$ cat config.mk
export PLATFORM = sky130hd
export DESIGN_NAME = bit_quad_shape_features_core
export DESIGN_NICKNAME = d
export VERILOG_FILES = /design/src/sv/bqsf_pkg.sv /design/src/sv/bit_quad_shape_features_core.sv
export SDC_FILE = /design/constraint.sdc
export NUM_CORES = 2
export LEC_CHECK = 0
export BUFFER_PORTS_ARGS = -buffer_cell sky130_fd_sc_hd__buf_2
export CAP_MARGIN = 30
export CELL_PAD_IN_SITES_DETAIL_PLACEMENT = 1
export CELL_PAD_IN_SITES_GLOBAL_PLACEMENT = 1
export CORE_MARGIN = 5
export CORE_UTILIZATION = 40
export CTS_CLUSTER_SIZE = 14
export DETAILED_ROUTE_END_ITERATION = 8
export PLACE_DENSITY = 0.69
export SYNTH_ARGS = -nofsm -noshare
export SYNTH_HDL_FRONTEND = slang
export SYNTH_SLANG_ARGS = --single-unit
$ cat constraint.sdc
create_clock -name clk_i -period 8 [get_ports clk_i]
set_input_delay 2.4 -clock clk_i [delete_from_list [all_inputs] [get_ports clk_i]]
set_output_delay 2.4 -clock clk_i [all_outputs]
set_load 0.05 [all_outputs]
$ cat src/sv/bqsf_pkg.sv
// Shared constants and register codes for the bit-quad shape feature core.
`default_nettype none
package bqsf_pkg;

  localparam int MAX_WIDTH_DEF  = 512;
  localparam int COUNT_BITS_DEF = 18;

  localparam int PIXEL_W     = 8;
  localparam int ROW_WIDTH_W = 10;
  localparam int CFG_ADDR_W  = 2;
  localparam int CFG_DATA_W  = 10;

  localparam int IN_TDATA_W = 8;

  localparam int CNT_FIELD_W   = 18;
  localparam int AREA_FIELD_W  = 21;
  localparam int PERIM_FIELD_W = 35;
  localparam int EULER_FIELD_W = 20;
  localparam int OUT_FIELDS_W  = 5 * CNT_FIELD_W + AREA_FIELD_W + PERIM_FIELD_W
                                 + EULER_FIELD_W;
  localparam int OUT_TDATA_W   = ((OUT_FIELDS_W + 7) / 8) * 8;

  // 65536 / sqrt(2), rounded
  localparam int unsigned INV_SQRT2_Q16 = 46341;
  localparam int          FRAC_BITS     = 16;

  localparam int EULER_MAX = 524287;
  localparam int EULER_MIN = -524288;

  // configuration register indexes
  localparam logic [CFG_ADDR_W-1:0] CFG_ROW_WIDTH      = 2'd0;
  localparam logic [CFG_ADDR_W-1:0] CFG_DARK_THRESHOLD = 2'd1;

  localparam logic [ROW_WIDTH_W-1:0] ROW_WIDTH_RST      = 10'd256;
  localparam logic [PIXEL_W-1:0]     DARK_THRESHOLD_RST = 8'd50;

  // counter slots
  localparam int Q_ONE   = 0;
  localparam int Q_TWO   = 1;
  localparam int Q_THREE = 2;
  localparam int Q_FOUR  = 3;
  localparam int Q_DIAG  = 4;
  localparam int Q_NUM   = 5;

endpackage
`default_nettype wire

$ cat src/sv/bit_quad_shape_features_core.sv
// Bit-quad shape features: streaming 2x2 window counter with area, perimeter, Euler.
// Throughput: one pixel beat per cycle; input stalls only while both result stages
//   are full and the sink holds off.
// Result path: a tlast beat fills the snapshot stage, then the result register.
// Reset: counters, column, row flag and neighbor bits clear; row_width = 256,
//   dark_threshold = 50; line buffer columns at or above the fill mark read as zero.
`default_nettype none
module bit_quad_shape_features_core #(
  parameter int MAX_WIDTH  = bqsf_pkg::MAX_WIDTH_DEF,
  parameter int COUNT_BITS = bqsf_pkg::COUNT_BITS_DEF
) (
  input  wire logic                             clk_i,
  input  wire logic                             rst_ni,
  // configuration write channel
  input  wire logic                             cfg_valid_i,
  output logic                                  cfg_ready_o,
  input  wire logic [bqsf_pkg::CFG_ADDR_W-1:0]  cfg_addr_i,
  input  wire logic [bqsf_pkg::CFG_DATA_W-1:0]  cfg_data_i,
  // pixel stream
  input  wire logic                             s_axis_tvalid,
  output logic                                  s_axis_tready,
  input  wire logic [bqsf_pkg::IN_TDATA_W-1:0]  s_axis_tdata,  // [7:0] pixel
  input  wire logic                             s_axis_tlast,
  // result stream
  output logic                                  m_axis_tvalid,
  input  wire logic                             m_axis_tready,
  // [17:0] count_one, [35:18] count_two_adjacent, [53:36] count_three,
  // [71:54] count_four, [89:72] count_diagonal, [110:90] area_eighths,
  // [145:111] perimeter_q16, [165:146] euler_quarters, [167:166] zero
  output logic [bqsf_pkg::OUT_TDATA_W-1:0]      m_axis_tdata
);
  import bqsf_pkg::*;

  localparam int CB    = COUNT_BITS;
  localparam int COL_W = $clog2(MAX_WIDTH);
  localparam int WW    = (COL_W + 1 > ROW_WIDTH_W) ? COL_W + 1 : ROW_WIDTH_W;
  localparam int SW    = CB + 2;                       // c1 + c3 + 2*cd
  localparam int MW    = SW + FRAC_BITS;
  localparam int AW    = (CB + 5 > AREA_FIELD_W) ? CB + 5 : AREA_FIELD_W;
  localparam int PW    = (CB + 19 > PERIM_FIELD_W) ? CB + 19 : PERIM_FIELD_W;
  localparam int EW    = (CB + 3 > EULER_FIELD_W) ? CB + 3 : EULER_FIELD_W;

  localparam logic [AW-1:0]        AREA_SAT  = AW'({AREA_FIELD_W{1'b1}});
  localparam logic [PW-1:0]        PERIM_SAT = PW'({PERIM_FIELD_W{1'b1}});
  localparam logic signed [EW-1:0] EUL_HI    = EW'(EULER_MAX);
  localparam logic signed [EW-1:0] EUL_LO    = EW'(EULER_MIN);

  // ---------------------------------------------------------------- config
  logic [ROW_WIDTH_W-1:0] row_width_q;
  logic [PIXEL_W-1:0]     dark_thr_q;

  assign cfg_ready_o = 1'b1;

  always_ff @(posedge clk_i or negedge rst_ni) begin
    if (!rst_ni) begin
      row_width_q <= ROW_WIDTH_RST;
      dark_thr_q  <= DARK_THRESHOLD_RST;
    end else if (cfg_valid_i) begin
      case (cfg_addr_i)
        CFG_ROW_WIDTH:      row_width_q <= cfg_data_i[ROW_WIDTH_W-1:0];
        CFG_DARK_THRESHOLD: dark_thr_q  <= cfg_data_i[PIXEL_W-1:0];
        default: ;
      endcase
    end
  end

  // ---------------------------------------------------------------- flow control
  logic s1_valid_q, out_valid_q;
  logic out_ready, s1_ready, in_acc;

  assign out_ready     = !out_valid_q || m_axis_tready;
  assign s1_ready      = !s1_valid_q || out_ready;
  assign s_axis_tready = s1_ready;
  assign in_acc        = s_axis_tvalid && s1_ready;

  // ---------------------------------------------------------------- window
  logic [COL_W-1:0] col_q, col_d;
  logic             row_done_q;
  logic             left_q, ul_q, up_q;
  logic             up_ok_q, up_bit;
  logic [COL_W:0]   fill_q;
  logic             dark;
  logic [WW-1:0]    w_ext, w_eff;
  logic [COL_W:0]   col_inc;
  logic             wrap;

  assign dark    = s_axis_tdata[PIXEL_W-1:0] <= dark_thr_q;
  assign w_ext   = WW'(row_width_q);
  assign col_inc = {1'b0, col_q} + 1'b1;
  assign wrap    = WW'(col_inc) >= w_eff;

  always_comb begin
    if (w_ext < WW'(2)) begin
      w_eff = WW'(2);
    end else if (w_ext > WW'(MAX_WIDTH)) begin
      w_eff = WW'(MAX_WIDTH);
    end else begin
      w_eff = w_ext;
    end
  end

  always_comb begin
    col_d = col_q;
    if (in_acc) begin
      if (s_axis_tlast || wrap) begin
        col_d = '0;
      end else begin
        col_d = col_inc[COL_W-1:0];
      end
    end
  end

  // line buffer: read one column ahead so the bit above is registered in time
  logic line_mem [MAX_WIDTH];

  always_ff @(posedge clk_i) begin
    if (in_acc) begin
      line_mem[col_q] <= dark;
    end
    up_q <= line_mem[col_d];
  end

  // columns are written in order from zero, so everything below the fill mark holds data
  always_ff @(posedge clk_i or negedge rst_ni) begin
    if (!rst_ni) begin
      fill_q  <= '0;
      up_ok_q <= 1'b0;
    end else begin
      up_ok_q <= {1'b0, col_d} < fill_q;
      if (in_acc && col_inc > fill_q) begin
        fill_q <= col_inc;
      end
    end
  end

  assign up_bit = up_q && up_ok_q;

  always_ff @(posedge clk_i or negedge rst_ni) begin
    if (!rst_ni) begin
      col_q      <= '0;
      row_done_q <= 1'b0;
      left_q     <= 1'b0;
      ul_q       <= 1'b0;
    end else if (in_acc) begin
      col_q <= col_d;
      if (s_axis_tlast) begin
        row_done_q <= 1'b0;
        left_q     <= 1'b0;
        ul_q       <= 1'b0;
      end else begin
        row_done_q <= row_done_q || wrap;
        left_q     <= dark;
        ul_q       <= up_bit;
      end
    end
  end

  // ---------------------------------------------------------------- classify
  logic [Q_NUM-1:0] inc;
  logic [2:0]       n_dark;

  assign n_dark = 3'(ul_q) + 3'(up_bit) + 3'(left_q) + 3'(dark);

  always_comb begin
    inc = '0;
    if (row_done_q && col_q != '0) begin
      case (n_dark)
        3'd1: inc[Q_ONE] = 1'b1;
        3'd2: begin
          // equal corners on one diagonal means the pair lies on a diagonal
          if (ul_q == dark) inc[Q_DIAG] = 1'b1;
          else              inc[Q_TWO]  = 1'b1;
        end
        3'd3: inc[Q_THREE] = 1'b1;
        3'd4: inc[Q_FOUR]  = 1'b1;
        default: ;
      endcase
    end
  end

  logic [CB-1:0] cnt_q [Q_NUM];
  logic [CB-1:0] cnt_d [Q_NUM];
  logic [CB-1:0] snap_q [Q_NUM];

  always_comb begin
    for (int k = 0; k < Q_NUM; k++) begin
      cnt_d[k] = cnt_q[k];
      if (inc[k] && cnt_q[k] != '1) cnt_d[k] = cnt_q[k] + 1'b1;
    end
  end

  always_ff @(posedge clk_i or negedge rst_ni) begin
    if (!rst_ni) begin
      for (int k = 0; k < Q_NUM; k++) cnt_q[k] <= '0;
    end else if (in_acc) begin
      for (int k = 0; k < Q_NUM; k++) cnt_q[k] <= s_axis_tlast ? '0 : cnt_d[k];
    end
  end

  // ---------------------------------------------------------------- snapshot stage
  always_ff @(posedge clk_i or negedge rst_ni) begin
    if (!rst_ni) begin
      s1_valid_q <= 1'b0;
    end else if (s1_ready) begin
      s1_valid_q <= in_acc && s_axis_tlast;
    end
  end

  always_ff @(posedge clk_i) begin
    if (in_acc && s_axis_tlast) begin
      for (int k = 0; k < Q_NUM; k++) snap_q[k] <= cnt_d[k];
    end
  end

  // ---------------------------------------------------------------- derived measures
  logic [SW-1:0]        sum_odd;
  logic [MW-1:0]        prod;
  logic [PW-1:0]        perim, perim_sat;
  logic [AW-1:0]        area, area_sat;
  logic signed [EW-1:0] eul, eul_sat;

  assign sum_odd = SW'(snap_q[Q_ONE]) + SW'(snap_q[Q_THREE])
                 + (SW'(snap_q[Q_DIAG]) << 1);
  assign prod    = MW'(sum_odd) * MW'(INV_SQRT2_Q16);
  assign perim   = PW'(prod) + (PW'(snap_q[Q_TWO]) << FRAC_BITS);
  assign area    = (AW'(snap_q[Q_ONE]) << 1) + (AW'(snap_q[Q_TWO]) << 2)
                 + (AW'(snap_q[Q_THREE]) * AW'(7)) + (AW'(snap_q[Q_FOUR]) << 3)
                 + (AW'(snap_q[Q_DIAG]) * AW'(6));
  assign eul     = EW'(snap_q[Q_ONE]) - EW'(snap_q[Q_THREE])
                 - (EW'(snap_q[Q_DIAG]) << 1);

  assign perim_sat = (perim > PERIM_SAT) ? PERIM_SAT : perim;
  assign area_sat  = (area > AREA_SAT) ? AREA_SAT : area;

  always_comb begin
    if (eul > EUL_HI) begin
      eul_sat = EUL_HI;
    end else if (eul < EUL_LO) begin
      eul_sat = EUL_LO;
    end else begin
      eul_sat = eul;
    end
  end

  // ---------------------------------------------------------------- result register
  logic [OUT_TDATA_W-1:0] out_data_q, out_data_d;

  assign out_data_d = {
    {(OUT_TDATA_W - OUT_FIELDS_W){1'b0}},
    eul_sat[EULER_FIELD_W-1:0],
    perim_sat[PERIM_FIELD_W-1:0],
    area_sat[AREA_FIELD_W-1:0],
    CNT_FIELD_W'(snap_q[Q_DIAG]),
    CNT_FIELD_W'(snap_q[Q_FOUR]),
    CNT_FIELD_W'(snap_q[Q_THREE]),
    CNT_FIELD_W'(snap_q[Q_TWO]),
    CNT_FIELD_W'(snap_q[Q_ONE])
  };

  always_ff @(posedge clk_i or negedge rst_ni) begin
    if (!rst_ni) begin
      out_valid_q <= 1'b0;
    end else if (out_ready) begin
      out_valid_q <= s1_valid_q;
    end
  end

  always_ff @(posedge clk_i) begin
    if (out_ready && s1_valid_q) begin
      out_data_q <= out_data_d;
    end
  end

  assign m_axis_tvalid = out_valid_q;
  assign m_axis_tdata  = out_data_q;

endmodule
`default_nettype wire

# Yosys cells after proc, flatten, opt, wreduce, memory -nomap -nowiden
# Memory sizes are Yosys's and may differ from the RTL's. A register that Yosys moved wholly into a read port is not among the register bits.
# Index checks and enable logic that the tools add are counted.
# word_totals
reg_bits,299
ram_bits,602
elab_cells,114
mem_count,2
# classes
n_addsub,18
n_mul,3
magnitude_cmp,10
eq_ne,11
muxes,30
n_reduce_logical,21
# mem_list
memory,words,width,rd,rd_clocked_by_memory_dff,write_ports,line,rtl
line_mem,512,1,1,1,1,bit_quad_shape_features_core.sv:114,logic line_mem [MAX_WIDTH];
snap_q,5,18,5,0,5,bit_quad_shape_features_core.sv:183,logic [CB-1:0] snap_q [Q_NUM];
# op_table
op,n
$mux 18,10
$add 18x1->18 const B,5
$ne 18x18->1 const B,5
$add 36x34->37,1
$gt 37x35->1 const B,1
$mul 20x16->36 const B,1
$add 22x21->23,1
$add 23x21->23,1
$gt 23x21->1 const B,1
$add 21x21->22,1
$add 19x20->21,1
$gt 21x20->1 const B,1
$lt 21x20->1 const B,1
$mul 18x3->21 const B,1
$sub 19x20->21,1
$add 19x19->20,1
$mul 18x2->20 const B,1
$mux 10,2
$mux 20,1
$add 18x18->19,1
$sub 18x18->19,1
$mux 9,2
$mux 1,14
$logic_and 1x1->1,11
21 further kinds,27

# Longest topological paths before layout
# logic_depth
depth_word,10
ltp_mapped,40
depth_no_buf,39

# Worst setup path after synthesis
# OpenSTA, ideal clock, no wires.
# synth_timing
path_kind,input to register
start,input s_axis_tdata[1] (netlist bit)
end,"memory line_mem[0], data pin"
setup_ns,1.340
t_arrival_ns,8.840
required_ns,6.660
slack_ns,-2.180
path_stages,7
path_buffers,0
path_cell_list,ha_1 > nor2b_1 > o21a_1 > o21a_1 > o21bai_1 > a21oi_1 > inv_1
# synth_between
elab_chain_len,1
# synth_lines
element,line,rtl
start: declaration,bit_quad_shape_features_core.sv:22,"input wire logic [bqsf_pkg::IN_TDATA_W-1:0] s_axis_tdata,"
$le 8x8->1,bit_quad_shape_features_core.sv:87,assign dark = s_axis_tdata[PIXEL_W-1:0] <= dark_thr_q;
net dark,bit_quad_shape_features_core.sv:82,logic dark;
end: declaration,bit_quad_shape_features_core.sv:114,
# The timed path passes the listed nets, and every way through them passes these cells.

==> metrics.md <==
| Metric | Value |
|---|---|
| Cell count along the critical path | `40` |
| Starting DRT DRC Count | `~2,900` |
| Fin crit period | `about 8.6 ns` |
| Total Die Area | `135,000 µm²` |
| Clk slew on worst S/H paths | `0.07 ns` |
| Uppermost layer routed | `met4` |
| Actual slew at the worst max-slew pin | `~1.1 ns` |
| Post-layout nets | `between 5,000 and 6,000` |
| Core ar. | `between 100,000 and 150,000 µm²` |
| Syn Inst Count | `between 4,000 and 5,000` |
| Num CTS Buffers | `just under 100` |
| Post-route setup slack | `-0.557 ns` |
| Most used flip-flop cell after synthesis | `edfxtp_1` |
| Final Hold Viols | `0` |
| Min-Delay Path Depth | `0` |
| Hold Crit Class | `reg -> reg` |
| Post-Synthesis Cell Area | `a little over 50,000 µm²` |
| Initial antenna violation count | `3` |
| Buf/Inv on CP | `14` |
| Max incr delay on CP | `about 0.51 ns` |
| Met2 WL | `82,300 µm` |
| Max-slew headroom at the worst pin | `0.278` |
| CP Capture Type | `flip-flop` |
| Routed WL | `roughly 160,000 µm` |
| Row count | `about 130` |
| Data required time of the worst path | `around 8.4 ns` |
| Initial Utilization | `0.401` |
| Async set-reset flop share out of synthesis | `0.147` |
| Global-route wire length before repair | `between 200,000 and 250,000 µm` |
| Synth-to-layout area growth | `17.1%` |
| Critical-path top delay cell | `fa_1` |
| Drt pass-1 iters | `5` |
| Crit path kind | `reg -> reg` |
| HPWL after DPL | `roughly 100,000 µm` |
| WL met1 | `between 60,000 and 70,000 µm` |
| Crit Path Max Fanout | `8` |
| Sink Count | `approximately 900` |
| Fillers | `13,700` |
| Slew Limit Fails | `0` |
| Worst Path Arrival | `around 9.0 ns` |
| Layout cell share with drive strength beyond 1 | `0.166` |
| Clk Latency, worst-skew pair | `0.73 ns` |
| Top Family by Delay on Critical Path | `adder cells` |
| Vias in the first global route | `roughly 40,000` |
| Diode count | `0` |
| Max Cap Viol | `0` |
| Setup crit start kind | `flip-flop` |
| Synth Area per Inst | `roughly 11 µm²` |
| H-tree depth | `3` |
| Failing checks | `negative setup slack` |
| CP dominant cell by count | `fa_1` |
| I/O pin count | `197` |
| DRC Markers | `0` |
| Final Wtd Congestion | `~0.85` |
| Hold WS | `0.468 ns` |
| Synth Warn # | `0` |
| GR Overflow Total | `0` |
| Final Cycle Share | `1.07` |
| Buffers on Ports | `about 190` |
| Die height | `367 µm` |
| Die X | `~370 µm` |
| CTS tree | `built` |
| Clock Skew | `around 0.074 ns` |
| Number of synthesized flops with an enable pin | `between 700 and 800` |
| Via-per-instance ratio | `5.54` |
| RSZ-0062 raised after global routing | `yes` |
| Pin count of the biggest net entering global routing | `245` |
| Wirelength per Cell | `around 24 µm` |
| Seq/Total Area, Yosys | `0.517` |
| Worst reg-to-reg path cell count | `40` |
| Via count | `approximately 38,000` |
| Routed wire length on met3 | `between 7000 and 8000 µm` |
| Final setup violation count | `35` |
| All-Layer GR Usage | `0.234` |
| Routed Antenna Nets | `0` |
| Hold_buf cts | `0` |
| FF+latch count, synth | `902` |
| Clk buf depth | `3` |
| Cell variety after synth | `93` |
| Root Buffer | `clkbuf_16` |
| Status | `complete, but fails checks` |
| Max Clk Rate | `~120 MHz` |
## worst paths after layout
path | startpoint | endpoint | slack [ns]
max in group asynchronous | rst_ni | cnt_q[42]$_DFFE_PN0P_ | 4.92
max reg2reg | snap_q[0][37]$_DFFE_PP_ | m_axis_tdata[118]$_SDFFCE_PN1P_ | -0.56
max | snap_q[0][37]$_DFFE_PP_ | m_axis_tdata[118]$_SDFFCE_PN1P_ | -0.56
min reg2reg | snap_q[0][70]$_DFFE_PP_ | m_axis_tdata[70]$_DFFE_PP_ | 0.47
min in group asynchronous | rst_ni | dark_thr_q[2]$_DFFE_PN0P_ | 1.72
min | snap_q[0][70]$_DFFE_PP_ | m_axis_tdata[70]$_DFFE_PP_ | 0.47
## cell usage after synthesis (all sizes together), types with 21 or more instances
cell    number  share of area
edfxtp     768           0.45
nor2       616          0.045
nand2      598          0.044
inv        388          0.029
ha         277          0.068
fa         193          0.076
nand3      193          0.019
clkbuf     174          0.013
o21ai      140          0.014
dfrtp      129          0.063
a21oi      115          0.011
xnor2      114          0.020
and3       107          0.013
xor2        88          0.015
a211oi      81          0.012
buf         69         0.0078
a311oi      67          0.012
nand2b      61         0.0075
a31oi       52         0.0064
a21o        49         0.0072
nor3        46         0.0045
a22o        37         0.0063
o31ai       30         0.0045
mux2        28         0.0062
o21bai      23         0.0034
nor2b       21         0.0026
## placed cells by master (no fill, tap or decap), types with 16 or more instances in the layout
master,n
a31oi_1,52
nand2b_1,43
clkbuf_1,23
xnor2_1,109
nand2_1,595
o21bai_1,22
a21oi_1,95
nand3_1,175
inv_1,375
nand4_1,20
buf_2,192
nand3_2,16
a211oi_1,81
a22o_1,37
ha_1,259
dfrtp_1,129
o21ai_0,119
clkbuf_16,99
xor2_1,85
mux2_2,28
a311oi_1,65
nor2_1,609
a21oi_2,16
nor2b_1,20
nor3_1,45
fa_1,187
buf_4,291
clkinv_2,18
edfxtp_1,768
a21o_1,49
o31ai_1,28
nand2b_4,18
and3_1,107
## final cells by class
class                           instances  area [µm²]  share of cell area
Multi-Input combinational cell       3174       23100               0.386
Clock inverter                         51         528             0.00883
Timing Repair Buffer                  503        3500              0.0585
Tap cell                             1662        2080              0.0348
Sequential cell                       902       26400               0.442
Inverter                              389        1480              0.0247
Clock buffer                          133        2720              0.0454
## sequential cells by signal (all words and copies together) (netlist names), 8 cells and up
signal	flops
cnt_q	90
col_q	9
dark_thr_q	8
fill_q	10
line_mem	512
m_axis_tdata	166
row_width_q	10
snap_q	90
## through the flow
step                      area, µm²  cells  setup slack, ns  TNS, ns   util
after floorplan               51300   4705          0.00277        0      -
after global placement        55400   6561           -0.417   -10.79  0.435
after detailed placement      55400   6564           -0.592   -19.14  0.436
after CTS                     59500   6803           -0.484   -15.07  0.468
after global routing          59800   6814           -0.890   -29.26  0.470
final                         59800   6814           -0.557   -18.15  0.470
## cell families after synthesis
| kind of cell | synth area share |
|---|---|
| flip-flops | 0.517 |
| multiplexers | 0.00892 |
| adder cells (fa/ha/maj) | 0.144 |
| other | 0.000147 |
| AO/OA/AOI/OAI | 0.0953 |
| XOR/XNOR | 0.0346 |
| AND/OR/NAND/NOR | 0.151 |
| buffers and inverters | 0.0492 |
## worst register-to-register path, delay by kind of cell, from the launching register on
family                   cells  cell delay (ns)
AO/OA/AOI/OAI               13             2.13
buffers and inverters       14             1.42
AND/OR/NAND/NOR              2             0.24
flip-flops                   1             0.42
XOR/XNOR                     1             0.14
adder cells (fa/ha/maj)     10             3.95
## what timing repair did
item / CTS / global route
endpoints found under the setup margin: 56 / 56
buffers inserted: 53 / 12
gates resized for setup: 75 / 32
pin swaps: 83 / 47
cloned: 3 / 0
## metal layers
metal / track usage / vias up
met4: 0.0819 / 0
met1: 0.287 / 19300
met5: 0 / -
li1: - / 17100
met2: 0.425 / 995
met3: 0.0292 / 294
Power is not shown: default switching activity piles up to over one toggle a cycle in this logic, so the estimate is an artifact.
